[src/hdl/jsu_pkg.sv]
// Shared types, codes and helper functions for the JSON string unescaper.
package jsu_pkg;

    // Parser mode codes
    localparam logic [2:0] MODE_TEXT   = 3'd0;
    localparam logic [2:0] MODE_ESC    = 3'd1;
    localparam logic [2:0] MODE_HEX    = 3'd2;
    localparam logic [2:0] MODE_WANTBS = 3'd3;
    localparam logic [2:0] MODE_WANTU  = 3'd4;
    localparam logic [2:0] MODE_HEX2   = 3'd5;

    // Status codes
    localparam logic [1:0] ST_OK   = 2'd0;
    localparam logic [1:0] ST_CTRL = 2'd1;
    localparam logic [1:0] ST_ESC  = 2'd2;
    localparam logic [1:0] ST_UTF8 = 2'd3;

    // Characters of interest
    localparam logic [7:0] CH_BSLASH = 8'h5C;
    localparam logic [7:0] CH_QUOTE  = 8'h22;
    localparam logic [7:0] CH_SLASH  = 8'h2F;
    localparam logic [7:0] CH_LC_B   = 8'h62;
    localparam logic [7:0] CH_LC_F   = 8'h66;
    localparam logic [7:0] CH_LC_N   = 8'h6E;
    localparam logic [7:0] CH_LC_R   = 8'h72;
    localparam logic [7:0] CH_LC_T   = 8'h74;
    localparam logic [7:0] CH_LC_U   = 8'h75;
    localparam logic [7:0] CTRL_MAX  = 8'h1F;

    // UTF-8 checker state
    typedef struct packed {
        logic        bad;
        logic [1:0]  trail;
        logic [20:0] code;
        logic [1:0]  len;
    } t_utf8;

    // Up to four encoded bytes
    typedef struct packed {
        logic [2:0]      n;
        logic [3:0][7:0] b;
    } t_enc;

    // Hex digit decode: bit 4 set when the character is a digit
    function automatic logic [4:0] hex_digit(input logic [7:0] c);
        logic [4:0] r;
        r = 5'd0;
        if (c >= 8'h30 && c <= 8'h39) r = {1'b1, 4'(c - 8'h30)};
        else if (c >= 8'h61 && c <= 8'h66) r = {1'b1, 4'(c - 8'h57)};
        else if (c >= 8'h41 && c <= 8'h46) r = {1'b1, 4'(c - 8'h37)};
        return r;
    endfunction

    // Code point to UTF-8 bytes
    function automatic t_enc put_code(input logic [20:0] v);
        t_enc e;
        e = '0;
        if (v <= 21'h7F) begin
            e.n    = 3'd1;
            e.b[0] = v[7:0];
        end else if (v <= 21'h7FF) begin
            e.n    = 3'd2;
            e.b[0] = {3'b110, v[10:6]};
            e.b[1] = {2'b10, v[5:0]};
        end else if (v <= 21'hFFFF) begin
            e.n    = 3'd3;
            e.b[0] = {4'b1110, v[15:12]};
            e.b[1] = {2'b10, v[11:6]};
            e.b[2] = {2'b10, v[5:0]};
        end else begin
            e.n    = 3'd4;
            e.b[0] = {5'b11110, v[20:18]};
            e.b[1] = {2'b10, v[17:12]};
            e.b[2] = {2'b10, v[11:6]};
            e.b[3] = {2'b10, v[5:0]};
        end
        return e;
    endfunction

    // One byte through the UTF-8 checker
    function automatic t_utf8 utf8_step(input t_utf8 s, input logic [7:0] b);
        t_utf8      r;
        logic [1:0] w;
        r = s;
        w = 2'd0;
        if (!s.bad) begin
            if (s.trail == 2'd0) begin
                if (b < 8'h80) begin
                    r = s;
                end else if (b < 8'd194) begin
                    r.bad   = 1'b1;
                    r.trail = 2'd0;
                end else if (b < 8'd224) begin
                    r.len   = 2'd1;
                    r.code  = {16'd0, b[4:0]};
                    r.trail = 2'd1;
                end else if (b < 8'd240) begin
                    r.len   = 2'd2;
                    r.code  = {17'd0, b[3:0]};
                    r.trail = 2'd2;
                end else if (b <= 8'd244) begin
                    r.len   = 2'd3;
                    r.code  = {18'd0, b[2:0]};
                    r.trail = 2'd3;
                end else begin
                    r.bad   = 1'b1;
                    r.trail = 2'd0;
                end
            end else if (b[7:6] != 2'b10) begin
                r.bad   = 1'b1;
                r.trail = 2'd0;
            end else begin
                r.code  = {s.code[14:0], b[5:0]};
                r.trail = s.trail - 2'd1;
                if (r.trail == 2'd0) begin
                    if (r.code <= 21'h7F) w = 2'd0;
                    else if (r.code <= 21'h7FF) w = 2'd1;
                    else if (r.code <= 21'hFFFF) w = 2'd2;
                    else w = 2'd3;
                    if (r.code > 21'h10FFFF ||
                        (r.code >= 21'hD800 && r.code <= 21'hDFFF) ||
                        w != s.len) begin
                        r.bad   = 1'b1;
                        r.trail = 2'd0;
                    end
                end
            end
        end
        return r;
    endfunction

endpackage

[src/hdl/json_string_unescaper_core.sv]
// JSON string body unescaper with UTF-8 output check, top level.
//
//  channel | direction | handshake                   | payload
//  --------+-----------+-----------------------------+------------------------------------
//  in      | input     | i_in_valid / o_in_stall     | i_in_byte, i_end_of_string
//  out     | output    | o_out_valid / i_out_stall   | o_out_byte, o_byte_valid, o_last,
//          |           |                             | o_status
//
//  An input byte is registered, decoded combinationally and its 0..4 results are loaded
//  as one bundle into the result register, which drains one result per cycle while
//  i_out_stall is low. A byte with no result moves on without waiting for the result
//  register; a byte with results waits until the previous bundle has drained, since
//  the result register takes one bundle at a time.
//  Reset is synchronous, active low, and clears parser, checker and handshake state.
//  An output stall holds the result register and backs up into o_in_stall.
module json_string_unescaper_core (
    input  logic       i_clk,
    input  logic       i_rst_n,
    input  logic       i_in_valid,
    output logic       o_in_stall,
    input  logic [7:0] i_in_byte,
    input  logic       i_end_of_string,
    output logic       o_out_valid,
    input  logic       i_out_stall,
    output logic [7:0] o_out_byte,
    output logic       o_byte_valid,
    output logic       o_last,
    output logic [1:0] o_status
);
    import jsu_pkg::*;

    // Input register
    logic       r_in_vld;
    logic [7:0] r_in_byte;
    logic       r_in_eos;

    // Parser and checker state
    logic [2:0]  r_mode, n_mode;
    logic [15:0] r_hex, n_hex;
    logic [1:0]  r_dcnt, n_dcnt;
    logic [9:0]  r_hsur, n_hsur;
    logic        r_saw, n_saw;
    logic [1:0]  r_err, n_err;
    t_utf8       r_utf8, n_utf8;

    // Result bundle register
    logic            r_rvld;
    logic [3:0][7:0] r_rb;
    logic            r_rbv;
    logic            r_rlast;
    logic [1:0]      r_rstat;
    logic [1:0]      r_rcnt;
    logic [1:0]      r_ridx;

    // Decode outputs
    logic [3:0][7:0] em_b;
    logic [2:0]      em_n;
    logic [2:0]      res_n;
    t_enc            cand;
    logic [20:0]     code_v;
    logic            do_code;
    logic [4:0]      hd;
    logic [15:0]     nh;
    logic            bad0;

    logic in_xfer, out_xfer, fire, bundle_free;

    // Decode of one byte: parse, encode, check
    always_comb begin
        n_mode  = r_mode;
        n_hex   = r_hex;
        n_dcnt  = r_dcnt;
        n_hsur  = r_hsur;
        n_saw   = r_saw;
        n_err   = r_err;
        n_utf8  = r_utf8;
        cand    = '0;
        code_v  = '0;
        do_code = 1'b0;
        hd      = hex_digit(r_in_byte);
        nh      = {r_hex[11:0], hd[3:0]};
        em_b    = '0;
        em_n    = 3'd0;
        bad0    = 1'b0;

        if (r_err == ST_OK) begin
            case (r_mode)
                MODE_TEXT: begin
                    if (r_in_byte <= CTRL_MAX) begin
                        n_err = ST_CTRL;
                    end else if (r_in_byte == CH_BSLASH) begin
                        n_saw  = 1'b1;
                        if (r_utf8.bad) n_err = ST_UTF8;
                        n_mode = MODE_ESC;
                    end else begin
                        cand.n    = 3'd1;
                        cand.b[0] = r_in_byte;
                    end
                end
                MODE_ESC: begin
                    n_mode = MODE_TEXT;
                    cand.n = 3'd1;
                    case (r_in_byte)
                        CH_QUOTE, CH_BSLASH, CH_SLASH: cand.b[0] = r_in_byte;
                        CH_LC_B: cand.b[0] = 8'h08;
                        CH_LC_F: cand.b[0] = 8'h0C;
                        CH_LC_N: cand.b[0] = 8'h0A;
                        CH_LC_R: cand.b[0] = 8'h0D;
                        CH_LC_T: cand.b[0] = 8'h09;
                        CH_LC_U: begin
                            cand.n = 3'd0;
                            n_mode = MODE_HEX;
                            n_hex  = '0;
                            n_dcnt = 2'd0;
                        end
                        default: begin
                            cand.n = 3'd0;
                            n_err  = ST_ESC;
                        end
                    endcase
                end
                MODE_WANTBS: begin
                    if (r_in_byte != CH_BSLASH) n_err = ST_ESC;
                    else n_mode = MODE_WANTU;
                end
                MODE_WANTU: begin
                    if (r_in_byte != CH_LC_U) begin
                        n_err = ST_ESC;
                    end else begin
                        n_mode = MODE_HEX2;
                        n_hex  = '0;
                        n_dcnt = 2'd0;
                    end
                end
                MODE_HEX, MODE_HEX2: begin
                    if (!hd[4]) begin
                        n_err = ST_ESC;
                    end else begin
                        n_hex = nh;
                        if (r_dcnt != 2'd3) begin
                            n_dcnt = r_dcnt + 2'd1;
                        end else begin
                            n_dcnt = 2'd0;
                            if (r_mode == MODE_HEX2) begin
                                if (nh >= 16'hDC00 && nh <= 16'hDFFF) begin
                                    code_v  = {1'b0, r_hsur, nh[9:0]} + 21'h010000;
                                    do_code = 1'b1;
                                    n_mode  = MODE_TEXT;
                                end else begin
                                    n_err = ST_ESC;
                                end
                            end else if (nh >= 16'hD800 && nh <= 16'hDBFF) begin
                                n_hsur = nh[9:0];
                                n_mode = MODE_WANTBS;
                            end else begin
                                code_v  = {5'd0, nh};
                                do_code = 1'b1;
                                n_mode  = MODE_TEXT;
                            end
                        end
                    end
                end
                default: n_mode = MODE_TEXT;
            endcase
        end

        if (do_code) cand = put_code(code_v);

        // Each candidate byte passes the UTF-8 check; bytes after an error are dropped
        for (int k = 0; k < 4; k++) begin
            if (3'(k) < cand.n) begin
                bad0   = n_utf8.bad;
                n_utf8 = utf8_step(n_utf8, cand.b[k]);
                if (!bad0 && n_utf8.bad && r_saw && n_err == ST_OK) n_err = ST_UTF8;
                if (n_err == ST_OK) begin
                    em_b[k] = cand.b[k];
                    em_n    = 3'(k + 1);
                end
            end
        end

        // End of string checks
        if (r_in_eos) begin
            if (n_err == ST_OK && n_mode != MODE_TEXT && n_mode != MODE_WANTBS)
                n_err = ST_ESC;
            if (n_err == ST_OK && n_saw && (n_utf8.bad || n_utf8.trail != 2'd0))
                n_err = ST_UTF8;
        end

        res_n = (r_in_eos && em_n == 3'd0) ? 3'd1 : em_n;
    end

    // Handshakes
    assign out_xfer    = r_rvld && !i_out_stall;
    assign bundle_free = !r_rvld || (out_xfer && r_ridx == r_rcnt);
    assign fire        = r_in_vld && (res_n == 3'd0 || bundle_free);
    assign o_in_stall  = r_in_vld && !fire;
    assign in_xfer     = i_in_valid && !o_in_stall;

    // Input register
    always_ff @(posedge i_clk) begin
        if (!i_rst_n) begin
            r_in_vld <= 1'b0;
        end else if (in_xfer) begin
            r_in_vld <= 1'b1;
        end else if (fire) begin
            r_in_vld <= 1'b0;
        end
        if (in_xfer) begin
            r_in_byte <= i_in_byte;
            r_in_eos  <= i_end_of_string;
        end
    end

    // Parser state; end of string returns everything to reset values
    always_ff @(posedge i_clk) begin
        if (!i_rst_n || (fire && r_in_eos)) begin
            r_mode <= MODE_TEXT;
            r_hex  <= '0;
            r_dcnt <= '0;
            r_hsur <= '0;
            r_saw  <= 1'b0;
            r_err  <= ST_OK;
            r_utf8 <= '0;
        end else if (fire) begin
            r_mode <= n_mode;
            r_hex  <= n_hex;
            r_dcnt <= n_dcnt;
            r_hsur <= n_hsur;
            r_saw  <= n_saw;
            r_err  <= n_err;
            r_utf8 <= n_utf8;
        end
    end

    // Result bundle register
    always_ff @(posedge i_clk) begin
        if (!i_rst_n) begin
            r_rvld <= 1'b0;
            r_ridx <= 2'd0;
            r_rcnt <= 2'd0;
        end else if (fire && res_n != 3'd0) begin
            r_rvld <= 1'b1;
            r_ridx <= 2'd0;
            r_rcnt <= 2'(res_n - 3'd1);
        end else if (out_xfer) begin
            if (r_ridx == r_rcnt) r_rvld <= 1'b0;
            else r_ridx <= r_ridx + 2'd1;
        end
        if (fire && res_n != 3'd0) begin
            r_rb    <= em_b;
            r_rbv   <= (em_n != 3'd0);
            r_rlast <= r_in_eos;
            r_rstat <= n_err;
        end
    end

    // Output selection
    assign o_out_valid  = r_rvld;
    assign o_out_byte   = r_rb[r_ridx];
    assign o_byte_valid = r_rbv;
    assign o_last       = r_rlast && (r_ridx == r_rcnt);
    assign o_status     = o_last ? r_rstat : ST_OK;

    // Checks
    a_status_only_last: assert property (@(posedge i_clk) disable iff (!i_rst_n)
        (o_out_valid && !o_byte_valid) |-> o_last)
        else $error("status-only result not marked last");

    a_status_on_last: assert property (@(posedge i_clk) disable iff (!i_rst_n)
        (o_out_valid && !o_last) |-> (o_status == ST_OK))
        else $error("nonzero status on a result that is not last");

    a_idx_in_range: assert property (@(posedge i_clk) disable iff (!i_rst_n)
        r_rvld |-> (r_ridx <= r_rcnt))
        else $error("bundle index beyond bundle size");

    a_err_silent: assert property (@(posedge i_clk) disable iff (!i_rst_n)
        (r_in_vld && r_err != ST_OK) |-> (em_n == 3'd0))
        else $error("byte emitted after a sticky error");

    a_bundle_drain: assert property (@(posedge i_clk) disable iff (!i_rst_n)
        (out_xfer && r_ridx != r_rcnt && !(fire && res_n != 3'd0)) |=>
        (r_rvld && r_ridx == $past(r_ridx) + 2'd1))
        else $error("bundle did not advance after a transfer");

endmodule
[config.mk]
export PLATFORM = sky130hd
export DESIGN_NAME = json_string_unescaper_core
export DESIGN_NICKNAME = d
export VERILOG_FILES = /design/src/hdl/jsu_pkg.sv /design/src/hdl/json_string_unescaper_core.sv
export SDC_FILE = /design/constraint.sdc
export NUM_CORES = 1
export LEC_CHECK = 0
export BUFFER_PORTS_ARGS = -buffer_cell sky130_fd_sc_hd__buf_2
export CAP_MARGIN = 10
export CORE_UTILIZATION = 55
export CTS_CLUSTER_DIAMETER = 150
export DETAILED_ROUTE_END_ITERATION = 7
export GPL_TIMING_DRIVEN = 0
export HOLD_SLACK_MARGIN = 0.03
export PLACE_DENSITY = 0.79
export SYNTH_ARGS = -nofsm -noshare
export SYNTH_HDL_FRONTEND = slang
export SYNTH_SLANG_ARGS = --single-unit
[constraint.sdc]
create_clock -name i_clk -period 10.6 [get_ports i_clk]
set_clock_uncertainty 0.15 [all_clocks]
set_input_delay 1.59 -clock i_clk [delete_from_list [all_inputs] [get_ports i_clk]]
set_output_delay 1.59 -clock i_clk [all_outputs]
set_load 0.005 [all_outputs]
After elaboration in Yosys (flattened, before gate mapping)
Cells that the tools add are included.

Register bits: 107. Logic and storage cells: 444.

Add/sub/neg operators: 11. $lt $le $gt $ge: 63. Equal/unequal tests: 30. Mux-type cells: 215. Bitwise operators: 4. Reduce and logical (&&, ||, !) cells: 98.

Operators by type and width (count): 26-bit 2-to-1 mux (16); 21-bit 2-to-1 mux (10); 25-bit 2-to-1 mux (8); 21-bit by 16-bit <= comparator with 1-bit output (second input constant) (9); 23-bit 2-to-1 mux (8); 2-bit 2-to-1 mux (70); 8-bit less-than comparator (second input constant) (16); 24-bit 2-to-1 mux (5); 21-bit by 11-bit <= comparator with 1-bit output (second input constant) (5); 21-bit by 7-bit <= comparator with 1-bit output (second input constant) (5); 3-bit 2-to-1 mux (35); 21-bit by 16-bit greater-or-equal comparator with 1-bit output (second input constant) (4); 21-bit greater-than comparator (second input constant) (4); 8-bit by 7-bit equality test with 1-bit output (second input constant) (7); 16-bit 2-to-1 mux (3); 8-bit 2-to-1 mux (6); 8-bit one-hot mux with 6 select lines (1); 2-bit logical NOT (19); 1-bit 2-to-1 mux (38); 12-bit 2-to-1 mux (3); 12-bit one-hot mux with 3 select lines (1); 35-bit 2-to-1 mux (1); 1-bit logical AND (34); 16-bit greater-or-equal comparator (second input constant) (2); 46 further kinds (111).

Longest topological paths before layout
Depth after elaboration: 108. Gate-level depth with buffers: 46. Gate-level depth less buffers: 40.

Worst setup path after synthesis
No wires, ideal clock.

Kind: register -> output. From: register r_in_byte[1]. To: output port o_in_stall. Arrival: 8352 ps. Required time: 8860 ps. Setup slack: 508 ps. Cell stages (with the launch flop): 40. Cells stage by stage: edfxtp_1 -> clkbuf_1 -> inv_1 -> ha_1 -> nor3b_1 -> a311oi_2 -> a22oi_1 -> o221ai_1 -> o31a_1 -> a211oi_2 -> o21ai_1 -> a211oi_2 -> buf_6 -> a221o_1 -> a22oi_1 -> o21ai_0 -> inv_1 -> ha_1 -> [... 4 more ...] -> ha_1 -> or3_1 -> nor2_1 -> a21boi_0 -> clkbuf_1 -> nand2_1 -> o21ai_0 -> nand3_1 -> nand4_1 -> a221oi_2 -> or2_2 -> nor3_1 -> a211o_1 -> clkbuf_1 -> a221o_1 -> inv_1 -> ha_1 -> a211oi_1.

Longest elaborated chain between the ends: 84.

RTL lines: start, declared (line json_string_unescaper_core.sv:34) `logic [7:0] r_in_byte;`; start signal, assigned (line json_string_unescaper_core.sv:210) `r_in_byte <= i_in_byte;`; 8-bit by 7-bit greater-or-equal comparator with 1-bit output / 8-bit by 7-bit <= comparator with 1-bit output (equally long branches) (line jsu_pkg.sv:50) `else if (c >= 8'h41 && c <= 8'h46) r = {1'b1, 4'(c - 8'h37)};`; 1-bit logical AND (line jsu_pkg.sv:50); 5-bit 2-to-1 mux (line jsu_pkg.sv:50); 5-bit 2-to-1 mux (line jsu_pkg.sv:49) `else if (c >= 8'h61 && c <= 8'h66) r = {1'b1, 4'(c - 8'h57)};`; 5-bit 2-to-1 mux (line jsu_pkg.sv:48) `if (c >= 8'h30 && c <= 8'h39) r = {1'b1, 4'(c - 8'h30)};`; 16-bit greater-or-equal comparator (tied with other cells) (line json_string_unescaper_core.sv:152) `end else if (nh >= 16'hD800 && nh <= 16'hDBFF) begin`; 1-bit logical AND (on tied branches) (line json_string_unescaper_core.sv:152, json_string_unescaper_core.sv:145); 16-bit 2-to-1 mux / 21-bit 2-to-1 mux (equally long branches) (line json_string_unescaper_core.sv:152, json_string_unescaper_core.sv:145); [... 68 more ...]; 3-bit logical NOT (line json_string_unescaper_core.sv:190) `res_n = (r_in_eos && em_n == 3'd0) ? 3'd1 : em_n;`; 1-bit logical AND (line json_string_unescaper_core.sv:190); 3-bit 2-to-1 mux * (line json_string_unescaper_core.sv:190); 3-bit logical NOT * (line json_string_unescaper_core.sv:196) `assign fire = r_in_vld && (res_n == 3'd0 || bundle_free);`; 1-bit logical OR * (line json_string_unescaper_core.sv:196); 1-bit logical AND * (line json_string_unescaper_core.sv:196); 1-bit logical NOT * (line json_string_unescaper_core.sv:197) `assign o_in_stall = r_in_vld && !fire;`; 1-bit logical AND * (line json_string_unescaper_core.sv:197); end, declared (line json_string_unescaper_core.sv:20) `output logic o_in_stall,`.

Every way passes the cells marked *; elsewhere a longest branch is shown, timed or not. The select of a mux whose other input is x is not followed.

Worst setup path after layout
From: register r_hex[7]. To: output port o_in_stall.

Longest elaborated chain between the ends: 79.

RTL lines: start, declared (line json_string_unescaper_core.sv:39) `logic [15:0] r_hex, n_hex;`; start signal, assigned (line json_string_unescaper_core.sv:227) `r_hex <= n_hex;`; 16-bit greater-or-equal comparator (tied with other cells) (line json_string_unescaper_core.sv:152); 1-bit logical AND (on tied branches) (line json_string_unescaper_core.sv:152, json_string_unescaper_core.sv:145); 16-bit 2-to-1 mux / 21-bit 2-to-1 mux (equally long branches) (line json_string_unescaper_core.sv:152, json_string_unescaper_core.sv:145); 21-bit 2-to-1 mux (line json_string_unescaper_core.sv:144) `if (r_mode == MODE_HEX2) begin`; 21-bit 2-to-1 mux (line json_string_unescaper_core.sv:140) `if (r_dcnt != 2'd3) begin`; 21-bit 2-to-1 mux (line json_string_unescaper_core.sv:136) `if (!hd[4]) begin`; 21-bit 2-to-1 mux (line json_string_unescaper_core.sv:87) `case (r_mode)`; 21-bit 2-to-1 mux (line json_string_unescaper_core.sv:86) `if (r_err == ST_OK) begin`; [... 63 more ...]; 3-bit logical NOT (line json_string_unescaper_core.sv:190); 1-bit logical AND (line json_string_unescaper_core.sv:190); 3-bit 2-to-1 mux * (line json_string_unescaper_core.sv:190); 3-bit logical NOT * (line json_string_unescaper_core.sv:196); 1-bit logical OR * (line json_string_unescaper_core.sv:196); 1-bit logical AND * (line json_string_unescaper_core.sv:196); 1-bit logical NOT * (line json_string_unescaper_core.sv:197); 1-bit logical AND * (line json_string_unescaper_core.sv:197).

Marked as above.

==> flow_metrics.tcl <==
set metrics [dict create \
    total_power_w 0.00125 \
    clk_pin_slew_worst_paths_ns 0.07 \
    grt_max_degree 32 \
    cts_tree "done" \
    cpMostUsedCell "ha_4" \
    p_leak_nw 3.55 \
    synth.most_common_cell "nor2_1" \
    worstSetupPathType "reg2out" \
    hpwlAfterDp_mm 23.7 \
    place_congestion 1.04 \
    cts_hold_buf 0 \
    synthTopCellsByCount "nor2_1 (119), nand2_1 (92), a21oi_1 (67)" \
    yosysTopAreaCell "edfxtp_1" \
    die_area_um2 15500 \
    pre_cts_slack_ns -2.89 \
    fin_crit_sh_pct 99.5 \
    drt-vias-per-instance 7.28 \
    vdd_drop_max_mv 0.0923 \
    synthCells 1032 \
    start_kind "flop" \
    fin_nets 1136 \
    drv_slew 0 \
    cpPeakStageDelay_ns 0.53 \
    setup_violations 0 \
    antenna_found_initial 0 \
    async_flop_share_pct 0 \
    ios 27 \
    clkSinkCount 98 \
    max-slew-margin-rel_pct 28.6 \
    setup_ws_ns 0.0502 \
    whs_ns 0.323 \
    finalHoldViolations 0 \
    grt_pass1_wl_mm 48.8 \
    drc 0 \
    period_minus_slack_ns 10.55 \
    drt_iter0_drc 1539 \
    coreArea_um2 14600 \
    synth_enable_flop_cells 42 \
    status "complete, no violations" \
    antenna_left 0 \
    path_buf_inv 6 \
    die_x_um 125 \
    stdcell_area_um2 9810 \
    yosys-top-cells-area "edfxtp_1 (15%), dfxtp_1 (14%), nor2_1 (5.4%)" \
    fp.dieH_um 125 \
    routed_wl_mm 32.3 \
    crit_family "compound AO/OA/AOI/OAI gates" \
    post-route-util_pct 67.3 \
    vias 9444 \
    placed_area_um2 8660 \
    ys_seq_area_share_pct 28.8 \
    required_ns 8.86 \
    worst_pin_slew_ns 1.06 \
    synth_cell_types 98 \
    worstSkewPairLatency_ns 0.36 \
    grtUsageTotal_pct 40.8 \
    cp_max_fo 10 \
    cp-end-kind "output pin" \
    yosysTopAreaCellShare_pct 15.2 \
    start_util_pct 56.7 \
    gr-total-overflow 0 \
    ys_ff_latch 98 \
    yosysWarnings 0 \
    io_buffers 25 \
    rows 44 \
    area_growth_pct 18.6 \
    cpMaxStageDelayCell "a221oi_4" \
    drt-pass1-iter-count 6 \
    wl_per_cell_um 24.9 \
    syn_area_um2 8280 \
    grt_pass1_vias 8330 \
    drive_above_1_share_pct 20.9 \
    htree_levels 3 \
    powerDensity_nw_per_um2 127 \
    postSynthAreaPerCell_um2 8.02 \
    synth_flop_cell "dfxtp_1" \
    clockBufferDepth 2 \
    max_cap_viol_count 0 \
    worstPathArrival_ns 8.81 \
    synth.net_count 1060 \
    hold_path.class "reg2reg" \
    max_freq_mhz 94.8 \
    cts_root_buffer "clkbuf_16" \
    cts_buffers 9 \
]
worst reg2reg max path: cells and delay by family (launching register included):
kind / cells / cell delay [ns]
AO/OA/AOI/OAI: 18 / 4.96
AND/OR/NAND/NOR: 11 / 2.61
buffers and inverters: 7 / 1.48
adder cells (fa/ha/maj): 3 / 0.58
flip-flops: 1 / 0.43
metrics by stage:
stage,instances,TNS (ns)
detailed placement,1242,-233.83
global placement,1241,-259.77
finish,1298,0
floorplan,1032,0
CTS,1276,0
global route,1297,-0.784
area by class of cell:
| cell class | instances | area [µm²] |
|---|---|---|
| plain buffers | 58 | 298 |
| repair buffers | 67 | 454 |
| fillers | 1253 | 4780 |
| flip-flops and latches | 98 | 2390 |
| clock buffers | 13 | 293 |
| well taps | 184 | 230 |
| clock inverters | 3 | 47.5 |
| multi-input cells | 833 | 5940 |
| diodes | 1 | 2.50 |
| inverters | 41 | 158 |
cell families (layout without fill, tap and decap cells):
logic type,after synthesis,count (layout),synth area share (%)
simple gates,391,391,23.1
compound gates,389,389,35.1
buf+inv,101,182,5.10
flops,98,98,28.8
mux,32,32,5.03
fa+ha+maj,15,15,2.27
xor+xnor,6,6,0.635
other cells,0,1,0
registers in the layout (all words and copies together) (netlist names), 3 cells and up:
signal,cells
r_mode,3
r_in_byte,8
r_rb,29
r_hsur,10
r_utf8,20
r_hex,12
placed cells by master (no fill, tap or decap), drive strengths merged, types with 41 or more instances in the layout:
cell type | synthesis | routed
nor2 | 120 | 120
inv | 41 | 42
edfxtp | 42 | 42
nor3 | 41 | 41
a21oi | 70 | 70
o21ai | 73 | 73
clkbuf | 38 | 48
dfxtp | 56 | 56
buf | 22 | 90
nand2 | 92 | 92
layer usage:
| layer | GRT usage [%] | wire, µm | vias up |
|---|---|---|---|
| met5 | 0 | 0 | - |
| met4 | 17.9 | 1460 | 0 |
| met3 | 13.2 | 4650 | 146 |
| met2 | 56.4 | 13200 | 750 |
| met1 | 57.4 | 13000 | 4420 |
| li1 | - | - | 4128 |
what timing repair did:
item	4_1_cts	5_1_grt
buffers inserted	19	22
endpoints found under the hold margin	0	0
pin swaps	11	18
endpoints found under the setup margin	112	46
gates cloned	0	0
gates resized for setup	65	53
where the power goes:
part | switching, W | total (W) | leakage [nW] | internal [W]
logic | 0.000289 | 0.000440 | 2.53 | 0.000151
registers | 0.0000164 | 0.000432 | 0.845 | 0.000416
clock network | 0.000152 | 0.000373 | 0.167 | 0.000220
total | 0.000458 | 0.00125 | 3.55 | 0.000787
final timing paths:
check                                from    endpoint  slack, ns  cells past startpoint
worst min register to register  r_dcnt[1]   r_dcnt[1]       0.32                      1
worst max-delay path             r_hex[7]  o_in_stall       0.05                     34
worst max register to register   r_hex[7]   r_mode[0]       0.24                     39
worst min-delay path            r_dcnt[1]   r_dcnt[1]       0.32                      1
Note: power is estimated with default switching activity, not from simulation.
